$ cat src/rtl/arpc_pkg.sv
// ----------------------------------------------------------------------------
// arpc_pkg
// Shared types and constants of the ARP cache responder: command and result
// payloads, status bundle, register map and protocol field values.
// ----------------------------------------------------------------------------
`default_nettype none

package arpc_pkg;

    // item kinds
    localparam logic KIND_PACKET = 1'b0;
    localparam logic KIND_LOOKUP = 1'b1;

    // protocol checks
    localparam logic [10:0] MIN_PAYLOAD = 11'd28;
    localparam logic [15:0] HW_ETHERNET = 16'h0001;
    localparam logic [15:0] PROTO_IPV4  = 16'h0800;
    localparam logic [15:0] OP_REQUEST  = 16'h0001;

    // register map, selected by paddr[3]
    localparam logic REG_OWN_IP  = 1'b0;
    localparam logic REG_OWN_MAC = 1'b1;

    localparam logic [31:0] OWN_IP_RESET  = 32'h0A00_020F;
    localparam logic [47:0] OWN_MAC_RESET = 48'h0;

    typedef struct packed {
        logic        kind;
        logic [10:0] payload_len;
        logic [15:0] hw_type;
        logic [15:0] proto_type;
        logic [15:0] operation;
        logic [47:0] sender_mac;
        logic [31:0] src_ip;
        logic [31:0] tgt_ip;
        logic [31:0] query_ip;
    } cmd_t;

    typedef struct packed {
        logic        accepted;
        logic        send_reply;
        logic [47:0] reply_dest_mac;
        logic [31:0] reply_target_ip;
        logic        lookup_hit;
        logic [47:0] lookup_mac;
    } result_t;

    typedef struct packed {
        logic busy;
        logic done;
    } status_t;

endpackage : arpc_pkg

`default_nettype wire

$ cat src/rtl/arpc_ram.sv
// ----------------------------------------------------------------------------
// arpc_ram
// Generic single-write, single-read RAM with registered read data.
// ----------------------------------------------------------------------------
`default_nettype none

module arpc_ram #(
    parameter int WIDTH = 8,
    parameter int DEPTH = 16
) (
    input  wire logic                     clk,
    input  wire logic                     we,
    input  wire logic [$clog2(DEPTH)-1:0] waddr,
    input  wire logic [WIDTH-1:0]         wdata,
    input  wire logic [$clog2(DEPTH)-1:0] raddr,
    output      logic [WIDTH-1:0]         rdata
);

    logic [WIDTH-1:0] mem [DEPTH];

    // write port
    always_ff @(posedge clk)
    begin
        if (we)
        begin
            mem[waddr] <= wdata;
        end
    end

    // registered read port
    always_ff @(posedge clk)
    begin
        rdata <= mem[raddr];
    end

endmodule : arpc_ram

`default_nettype wire

$ cat src/rtl/arpc_ctrl.sv
// ----------------------------------------------------------------------------
// arpc_ctrl
// Sequencer of the ARP cache: sweeps the table one slot per cycle through a
// single compare unit, then learns the sender or reports the lookup.
// ----------------------------------------------------------------------------
`default_nettype none

module arpc_ctrl
    import arpc_pkg::*;
#(
    parameter int TABLE_ENTRIES = 16
) (
    input  wire logic    clk,
    input  wire logic    rst_n,
    input  wire logic    start,
    input  wire cmd_t    cmd,
    input  wire logic [31:0] own_ip,
    output      status_t status,
    output      result_t result
);

    localparam int IW = $clog2(TABLE_ENTRIES);
    localparam int CW = $clog2(TABLE_ENTRIES + 1);
    localparam logic [CW-1:0] LAST_CNT = CW'(TABLE_ENTRIES);

    typedef enum logic [2:0] {
        ST_IDLE   = 3'b001,
        ST_SCAN   = 3'b010,
        ST_FINISH = 3'b100
    } state_t;

    state_t state_reg, state_next;

    cmd_t    item_reg, item_next;
    result_t result_reg, result_next;
    logic    done_reg, done_next;

    logic [CW-1:0] issue_cnt_reg, issue_cnt_next;
    logic          cmp_vld_reg, cmp_vld_next;
    logic [IW-1:0] cmp_idx_reg, cmp_idx_next;

    logic          found_reg, found_next;
    logic [IW-1:0] found_idx_reg, found_idx_next;
    logic [47:0]   found_mac_reg, found_mac_next;
    logic          free_reg, free_next;
    logic [IW-1:0] free_idx_reg, free_idx_next;

    logic [TABLE_ENTRIES-1:0] valid_reg, valid_next;

    // table storage: {ip, mac}
    logic          ram_we;
    logic [IW-1:0] ram_waddr;
    logic [79:0]   ram_wdata;
    logic [IW-1:0] ram_raddr;
    logic [79:0]   ram_rdata;

    logic [31:0] key_ip;
    logic        slot_hit;
    logic        pkt_pass;
    logic        is_reply;
    logic [IW-1:0] learn_idx;

    arpc_ram #(
        .WIDTH (80),
        .DEPTH (TABLE_ENTRIES)
    ) u_table (
        .clk   (clk),
        .we    (ram_we),
        .waddr (ram_waddr),
        .wdata (ram_wdata),
        .raddr (ram_raddr),
        .rdata (ram_rdata)
    );

    // shared compare unit
    assign key_ip   = (item_reg.kind == KIND_LOOKUP) ? item_reg.query_ip : item_reg.src_ip;
    assign slot_hit = valid_reg[cmp_idx_reg] && (ram_rdata[79:48] == key_ip);

    // packet checks
    assign pkt_pass = (item_reg.kind == KIND_PACKET)
                   && (item_reg.payload_len >= MIN_PAYLOAD)
                   && (item_reg.hw_type == HW_ETHERNET)
                   && (item_reg.proto_type == PROTO_IPV4);
    assign is_reply = (item_reg.operation == OP_REQUEST) && (item_reg.tgt_ip == own_ip);

    // slot to learn into: match, else lowest free, else slot 0
    assign learn_idx = found_reg ? found_idx_reg : (free_reg ? free_idx_reg : '0);

    assign ram_raddr = issue_cnt_reg[IW-1:0];
    assign ram_waddr = learn_idx;
    assign ram_wdata = {item_reg.src_ip, item_reg.sender_mac};
    assign ram_we    = (state_reg == ST_FINISH) && pkt_pass;

    // sequencer
    always_comb
    begin
        state_next     = state_reg;
        item_next      = item_reg;
        result_next    = result_reg;
        done_next      = 1'b0;
        issue_cnt_next = issue_cnt_reg;
        cmp_vld_next   = 1'b0;
        cmp_idx_next   = cmp_idx_reg;
        found_next     = found_reg;
        found_idx_next = found_idx_reg;
        found_mac_next = found_mac_reg;
        free_next      = free_reg;
        free_idx_next  = free_idx_reg;
        valid_next     = valid_reg;

        case (state_reg)
            ST_IDLE:
            begin
                if (start)
                begin
                    item_next      = cmd;
                    issue_cnt_next = '0;
                    found_next     = 1'b0;
                    free_next      = 1'b0;
                    state_next     = ST_SCAN;
                end
            end
            ST_SCAN:
            begin
                // issue one table read per cycle
                if (issue_cnt_reg < LAST_CNT)
                begin
                    cmp_vld_next   = 1'b1;
                    cmp_idx_next   = issue_cnt_reg[IW-1:0];
                    issue_cnt_next = issue_cnt_reg + 1'b1;
                end
                else if (!cmp_vld_reg)
                begin
                    state_next = ST_FINISH;
                end
                // compare the slot read last cycle
                if (cmp_vld_reg)
                begin
                    if (slot_hit && !found_reg)
                    begin
                        found_next     = 1'b1;
                        found_idx_next = cmp_idx_reg;
                        found_mac_next = ram_rdata[47:0];
                    end
                    if (!valid_reg[cmp_idx_reg] && !free_reg)
                    begin
                        free_next     = 1'b1;
                        free_idx_next = cmp_idx_reg;
                    end
                end
            end
            ST_FINISH:
            begin
                result_next = '0;
                if (item_reg.kind == KIND_LOOKUP)
                begin
                    result_next.lookup_hit = found_reg;
                    result_next.lookup_mac = found_reg ? found_mac_reg : 48'h0;
                end
                else if (pkt_pass)
                begin
                    valid_next[learn_idx] = 1'b1;
                    result_next.accepted  = 1'b1;
                    if (is_reply)
                    begin
                        result_next.send_reply      = 1'b1;
                        result_next.reply_dest_mac  = item_reg.sender_mac;
                        result_next.reply_target_ip = item_reg.src_ip;
                    end
                end
                done_next  = 1'b1;
                state_next = ST_IDLE;
            end
            default:
            begin
                state_next = ST_IDLE;
            end
        endcase
    end

    // control registers
    always_ff @(posedge clk or negedge rst_n)
    begin
        if (!rst_n)
        begin
            state_reg     <= ST_IDLE;
            done_reg      <= 1'b0;
            cmp_vld_reg   <= 1'b0;
            valid_reg     <= '0;
            issue_cnt_reg <= '0;
            found_reg     <= 1'b0;
            free_reg      <= 1'b0;
        end
        else
        begin
            state_reg     <= state_next;
            done_reg      <= done_next;
            cmp_vld_reg   <= cmp_vld_next;
            valid_reg     <= valid_next;
            issue_cnt_reg <= issue_cnt_next;
            found_reg     <= found_next;
            free_reg      <= free_next;
        end
    end

    // payload registers
    always_ff @(posedge clk)
    begin
        item_reg      <= item_next;
        result_reg    <= result_next;
        cmp_idx_reg   <= cmp_idx_next;
        found_idx_reg <= found_idx_next;
        found_mac_reg <= found_mac_next;
        free_idx_reg  <= free_idx_next;
    end

    assign status.busy = (state_reg != ST_IDLE);
    assign status.done = done_reg;
    assign result      = result_reg;

endmodule : arpc_ctrl

`default_nettype wire

$ cat src/rtl/arp_cache_responder_top.sv
// ----------------------------------------------------------------------------
// arp_cache_responder_top
// ARP cache with request responder: learns sender bindings from received
// ARP packets, flags replies to requests for our address, answers lookups.
//
// channel  | direction | handshake                  | payload
// ---------+-----------+----------------------------+-------------------
// command  | in        | start & !busy              | cmd (cmd_t)
// result   | out       | done, one cycle            | result (result_t)
// config   | in        | psel & penable & pwrite    | paddr, pwdata
//
// each item sweeps the table one slot per cycle through one compare unit;
// the next item may start in the done cycle.
// reset clears the valid bits at once; slot contents need no clearing.
// the receiver cannot stall: done is high for exactly one cycle.
// ----------------------------------------------------------------------------
`default_nettype none

module arp_cache_responder_top
    import arpc_pkg::*;
#(
    parameter int TABLE_ENTRIES = 16
) (
    input  wire logic        clk,
    input  wire logic        rst_n,
    // command
    input  wire logic        start,
    output      logic        busy,
    input  wire cmd_t        cmd,
    // result
    output      logic        done,
    output      result_t     result,
    // configuration
    input  wire logic        psel,
    input  wire logic        penable,
    input  wire logic        pwrite,
    input  wire logic [3:0]  paddr,
    input  wire logic [63:0] pwdata,
    output      logic [63:0] prdata,
    output      logic        pready
);

    logic [31:0] own_ip_reg, own_ip_next;
    logic [47:0] own_mac_reg, own_mac_next;
    logic        cfg_wr;
    logic        reg_sel;
    status_t     status;

    // register file write
    assign pready  = 1'b1;
    assign cfg_wr  = psel && penable && pwrite && pready;
    assign reg_sel = paddr[3];

    always_comb
    begin
        own_ip_next  = own_ip_reg;
        own_mac_next = own_mac_reg;
        if (cfg_wr)
        begin
            case (reg_sel)
                REG_OWN_IP:  own_ip_next  = pwdata[31:0];
                REG_OWN_MAC: own_mac_next = pwdata[47:0];
                default:     own_ip_next  = own_ip_reg;
            endcase
        end
    end

    always_ff @(posedge clk or negedge rst_n)
    begin
        if (!rst_n)
        begin
            own_ip_reg  <= OWN_IP_RESET;
            own_mac_reg <= OWN_MAC_RESET;
        end
        else
        begin
            own_ip_reg  <= own_ip_next;
            own_mac_reg <= own_mac_next;
        end
    end

    // register read back
    always_comb
    begin
        case (reg_sel)
            REG_OWN_IP:  prdata = {32'h0, own_ip_reg};
            REG_OWN_MAC: prdata = {16'h0, own_mac_reg};
            default:     prdata = 64'h0;
        endcase
    end

    // table sequencer
    arpc_ctrl #(
        .TABLE_ENTRIES (TABLE_ENTRIES)
    ) u_ctrl (
        .clk    (clk),
        .rst_n  (rst_n),
        .start  (start),
        .cmd    (cmd),
        .own_ip (own_ip_reg),
        .status (status),
        .result (result)
    );

    assign busy = status.busy;
    assign done = status.done;

    // checks
    a_done_not_busy : assert property (@(posedge clk) disable iff (!rst_n)
        done |-> !busy)
        else $error("result strobe while a sweep is running");

    a_start_busy : assert property (@(posedge clk) disable iff (!rst_n)
        (start && !busy) |=> busy)
        else $error("accepted command did not start a sweep");

    a_kind_exclusive : assert property (@(posedge clk) disable iff (!rst_n)
        done |-> !(result.accepted && result.lookup_hit))
        else $error("result marks both a learned packet and a lookup hit");

    a_reply_learned : assert property (@(posedge clk) disable iff (!rst_n)
        (done && result.send_reply) |-> result.accepted)
        else $error("reply requested for a packet that was not learned");

    a_no_back_to_back : assert property (@(posedge clk) disable iff (!rst_n)
        done |=> !done)
        else $error("two result strobes in a row");

endmodule : arp_cache_responder_top

`default_nettype wire
$ cat config.mk
export PLATFORM = sky130hd
export DESIGN_NAME = arp_cache_responder_top
export DESIGN_NICKNAME = d
export VERILOG_FILES = /design/src/rtl/arpc_pkg.sv /design/src/rtl/arpc_ram.sv /design/src/rtl/arpc_ctrl.sv /design/src/rtl/arp_cache_responder_top.sv
export SDC_FILE = /design/constraint.sdc
export NUM_CORES = 1
export LEC_CHECK = 0
export BUFFER_PORTS_ARGS = -buffer_cell sky130_fd_sc_hd__buf_2
export CAP_MARGIN = 40
export CORE_MARGIN = 4
export CORE_UTILIZATION = 60
export CTS_CLUSTER_SIZE = 12
export DETAILED_ROUTE_END_ITERATION = 12
export GPL_ROUTABILITY_DRIVEN = 0
export PLACE_DENSITY = 0.81
export RECOVER_POWER = 25
export SLEW_MARGIN = 20
export SYNTH_ARGS = -nofsm -noshare
export SYNTH_HDL_FRONTEND = slang
export SYNTH_SLANG_ARGS = --single-unit
$ cat constraint.sdc
create_clock -name clk -period 18.6 [get_ports clk]
set_input_delay 3.72 -clock clk [delete_from_list [all_inputs] [get_ports clk]]
set_output_delay 3.72 -clock clk [all_outputs]
set_load 0.01 [all_outputs]
==> impl_metrics.csv <==
group,metric,value,unit
critical_path,setup.worst_path.class,"in2out",
cells_and_area,areaGrowthSynthToFinish,15.1,%
pwr,power.share.sequential,52.3,%
pwr,p_sw,0.00240,W
die,initial_core_util,60.5,%
die,die_height,345,µm
grt,antenna_violations_before_repair,8,
clocking,tritoncts.num_buffers,182,
logic_synthesis,ys_seq_elements,1861,
grt,grt_use_total,28.7,%
logic_synthesis,synthDistinctLibCells,46,
logic_synthesis,synth.cells.most_frequent,"sky130_fd_sc_hd__edfxtp_1 (1,673), sky130_fd_sc_hd__mux4_2 (404), sky130_fd_sc_hd__mux2_2 (113)",
critical_path,startpoint_of_the_worst_register_to_register_path,"u_ctrl.item_reg[203]",
critical_path,setup.worst_path.start,"paddr[3]",
timing,min_period_over_period,46.6,%
die,core_area,113000,µm²
logic_synthesis,yosysWarningCount,0,
clocking,clk_transition_reported_paths,60,ps
clocking,cts_tree,"built",
logic_synthesis,ys_seq_area_share,79.9,%
timing,final_max_slew_viol_count,0,
clocking,clkLatencyLatePin,800,ps
cells_and_area,multi_input_area,13200,µm²
placed_design,dp_cells,4796,
timing,worst_relative_slew_slack,21.1,%
logic_synthesis,netlist_top_cells_area,"sky130_fd_sc_hd__edfxtp_1 (74%), sky130_fd_sc_hd__mux4_2 (13%), sky130_fd_sc_hd__dfrtp_1 (3.7%)",
cells_and_area,nNetsFinal,3764,
route,ant_nets,0,
critical_path,cp-end-kind,"output port",
route,routed_via_density,6.54,
route,wire_per_inst,33.1,µm
route,drt_first_iter_violations,4683,
timing,max_freq,115,MHz
route,post_route_drc_violation_count,0,
critical_path,arrival,4950,ps
die,fp-row-count,123,
clocking,cts_hold_buf,0,
die,floorplan.io_pins,476,
route,detailroute.via_count,33500,
pwr,power.share.combinational,12.3,%
grt,gr_overflow_total,0,
worst_hold_path,start_point_of_the_worst_hold_path,"u_ctrl.u_table.rdata[35]",
grt,grt_max_degree,154,
logic_synthesis,asyncSetResetFlopFracSynth,5.80,%
pwr,netSwitchingFraction,24.3,%
timing,tightestPinTransition,1180,ps
clocking,cts.path.max_buffers,3,
pwr,share_clk_of_total_power,35.3,%
logic_synthesis,synthCells,2907,
placed_design,detailed_place_hpwl,85.8,mm
die,fp.dieArea,119000,µm²
logic_synthesis,syn-mean-instance-area,23.5,µm²
critical_path,critPathRequiredTime,14880,ps
grt,grt_pass1_wl,248,mm
logic_synthesis,synthDominantCellAreaShare,73.6,%
clocking,h_tree_levels,4,
timing,period_needed,8670,ps
route,drt_pre_antenna_iters,6,
cells_and_area,post_route_cells_drive_above_1_share,35.7,%
grt,via_count_of_the_first_global_routing_pass,34800,
clocking,cts_setup_buffers,0,
worst_hold_path,worst_hold_path_type,"reg2reg",
critical_path,cp-start-kind,"input pin",
run,max_cap_viol_count,0,
cells_and_area,final-seq-area,54600,µm²
placed_design,placement.io_buffers,437,
pwr,p_per_area,126,nW/µm²
pwr,power_report.internal_total,0.00747,W
clocking,cts-resized-gates,0,
logic_synthesis,yosysTopAreaCell,"sky130_fd_sc_hd__edfxtp_1",
clocking,cts.sinks,1861,
cells_and_area,layout.filler_cells,6237,
pwr,power.ir.vdd_worst,0.102,mV
status,outcome,"finished, final reports clean",
logic_synthesis,yosysMostFrequentCell,"sky130_fd_sc_hd__edfxtp_1",
die,die_w,345,µm
timing,finalSetupViolations,0,
clocking,root_buffer,"sky130_fd_sc_hd__clkbuf_16",
logic_synthesis,post_synth_instance_area,68300,µm²
timing,final.setup.tns,0,ps
pwr,leakagePower,26.3,nW
timing,final_hold_viol_count,0,
logic_synthesis,number_of_flops_mapped_to_enable_cells_by_yosys,1673,
timing,finalClockSkew,76.4,ps
timing,rsz0062_at_grt,"no",
route,postRouteWirelength,170,mm
cells_and_area,fin_util,69.7,%
critical_path,critPathMaxFanout,29,
cells_and_area,largest_register_ff_count,1280,
cells_and_area,final-instance-count-excl-fill,5130,
logic_synthesis,dominant_register_cell_in_the_synthesized_netlist,"sky130_fd_sc_hd__edfxtp_1",
==> cell usage in the layout, fill, tap and decap left out, types with 12 or more instances in the layout <==
cell / n
sky130_fd_sc_hd__edfxtp_1: 1673
sky130_fd_sc_hd__buf_2: 437
sky130_fd_sc_hd__mux4_2: 404
sky130_fd_sc_hd__clkbuf_16: 184
sky130_fd_sc_hd__mux2_2: 113
sky130_fd_sc_hd__clkbuf_1: 103
sky130_fd_sc_hd__and2_1: 97
sky130_fd_sc_hd__dfrtp_1: 95
sky130_fd_sc_hd__dfxtp_1: 80
sky130_fd_sc_hd__xnor2_1: 62
sky130_fd_sc_hd__buf_4: 54
sky130_fd_sc_hd__and3_1: 48
sky130_fd_sc_hd__mux2i_1: 35
sky130_fd_sc_hd__nor4_1: 18
sky130_fd_sc_hd__buf_16: 18
sky130_fd_sc_hd__nor2_4: 17
sky130_fd_sc_hd__conb_1: 17
sky130_fd_sc_hd__nand4_1: 16
sky130_fd_sc_hd__o21bai_1: 16
sky130_fd_sc_hd__buf_12: 13
sky130_fd_sc_hd__clkbuf_8: 12
==> power by group through the flow <==
stage          logic [W]  clock network, W  registers [W]
3_5_place_dp     0.00119                 0        0.00523
2_1_floorplan   0.000894                 0        0.00516
6_report         0.00122           0.00349        0.00516
4_1_cts          0.00123           0.00353        0.00516
5_1_grt          0.00129           0.00373        0.00519
3_3_place_gp     0.00114                 0        0.00522
==> kinds of logic (layout without fill, tap and decap cells) <==
family	Yosys count	count (layout)	share of synthesized area, %
fa+ha+maj	1	1	0.0183
flops	1861	1861	79.9
xor+xnor	66	66	0.846
mux	552	552	15.7
other cells	2	21	0.0110
simple gates	241	241	2.08
buf+inv	148	852	1.06
compound gates	36	36	0.399
==> area by class of cell <==
cell class | instances | area share (%)
sequential | 1861 | 69.4
multi-input combinational | 913 | 16.8
timing repair buffer | 525 | 4.29
antenna | 4 | 0.0127
tap | 1500 | 2.39
clock inverter | 27 | 0.503
inverter | 2 | 0.00955
clock buffer | 298 | 6.56
==> metal layers <==
layer	share of wire, %	GRT usage [%]	up-vias
met3	10	6.13	384
met4	3.4	9.39	6
met2	51	47.9	2483
li1	-	-	13200
met5	0.024	0	-
met1	35	38.4	17500
==> path summary, 6_finish.rpt <==
| path | endpoint | slack [ps] | cells after the start |
|---|---|---|---|
| max | prdata[24] | 9930 | 4 |
| min | u_ctrl.found_mac_reg[35] | 400 | 0 |
| max reg2reg | u_ctrl.u_table.mem[14][22] | 13540 | 10 |
| min reg2reg | u_ctrl.found_mac_reg[35] | 400 | 0 |
| max in group asynchronous | own_mac_reg[41] | 14900 | 2 |
| min in group asynchronous | own_mac_reg[8] | 2920 | 2 |
==> worst max-delay path: stages <==
cell and delay [ps]:
sky130_fd_sc_hd__buf_2 450, sky130_fd_sc_hd__buf_12 260, sky130_fd_sc_hd__mux2_2 360, sky130_fd_sc_hd__buf_2 140
==> metrics by stage <==
stage	power [W]	hold slack, ps	cell area (µm²)	worst slack [ps]
floorplan	0.00605	386	68300	1400
global placement	0.00636	386	72400	9770
detailed placement	0.00642	389	72900	9920
CTS	0.00992	403	78500	9920
global route	0.0102	419	78600	9870
finish	0.00987	404	78600	9930
No activity file was read; power rests on OpenSTA's default activity.
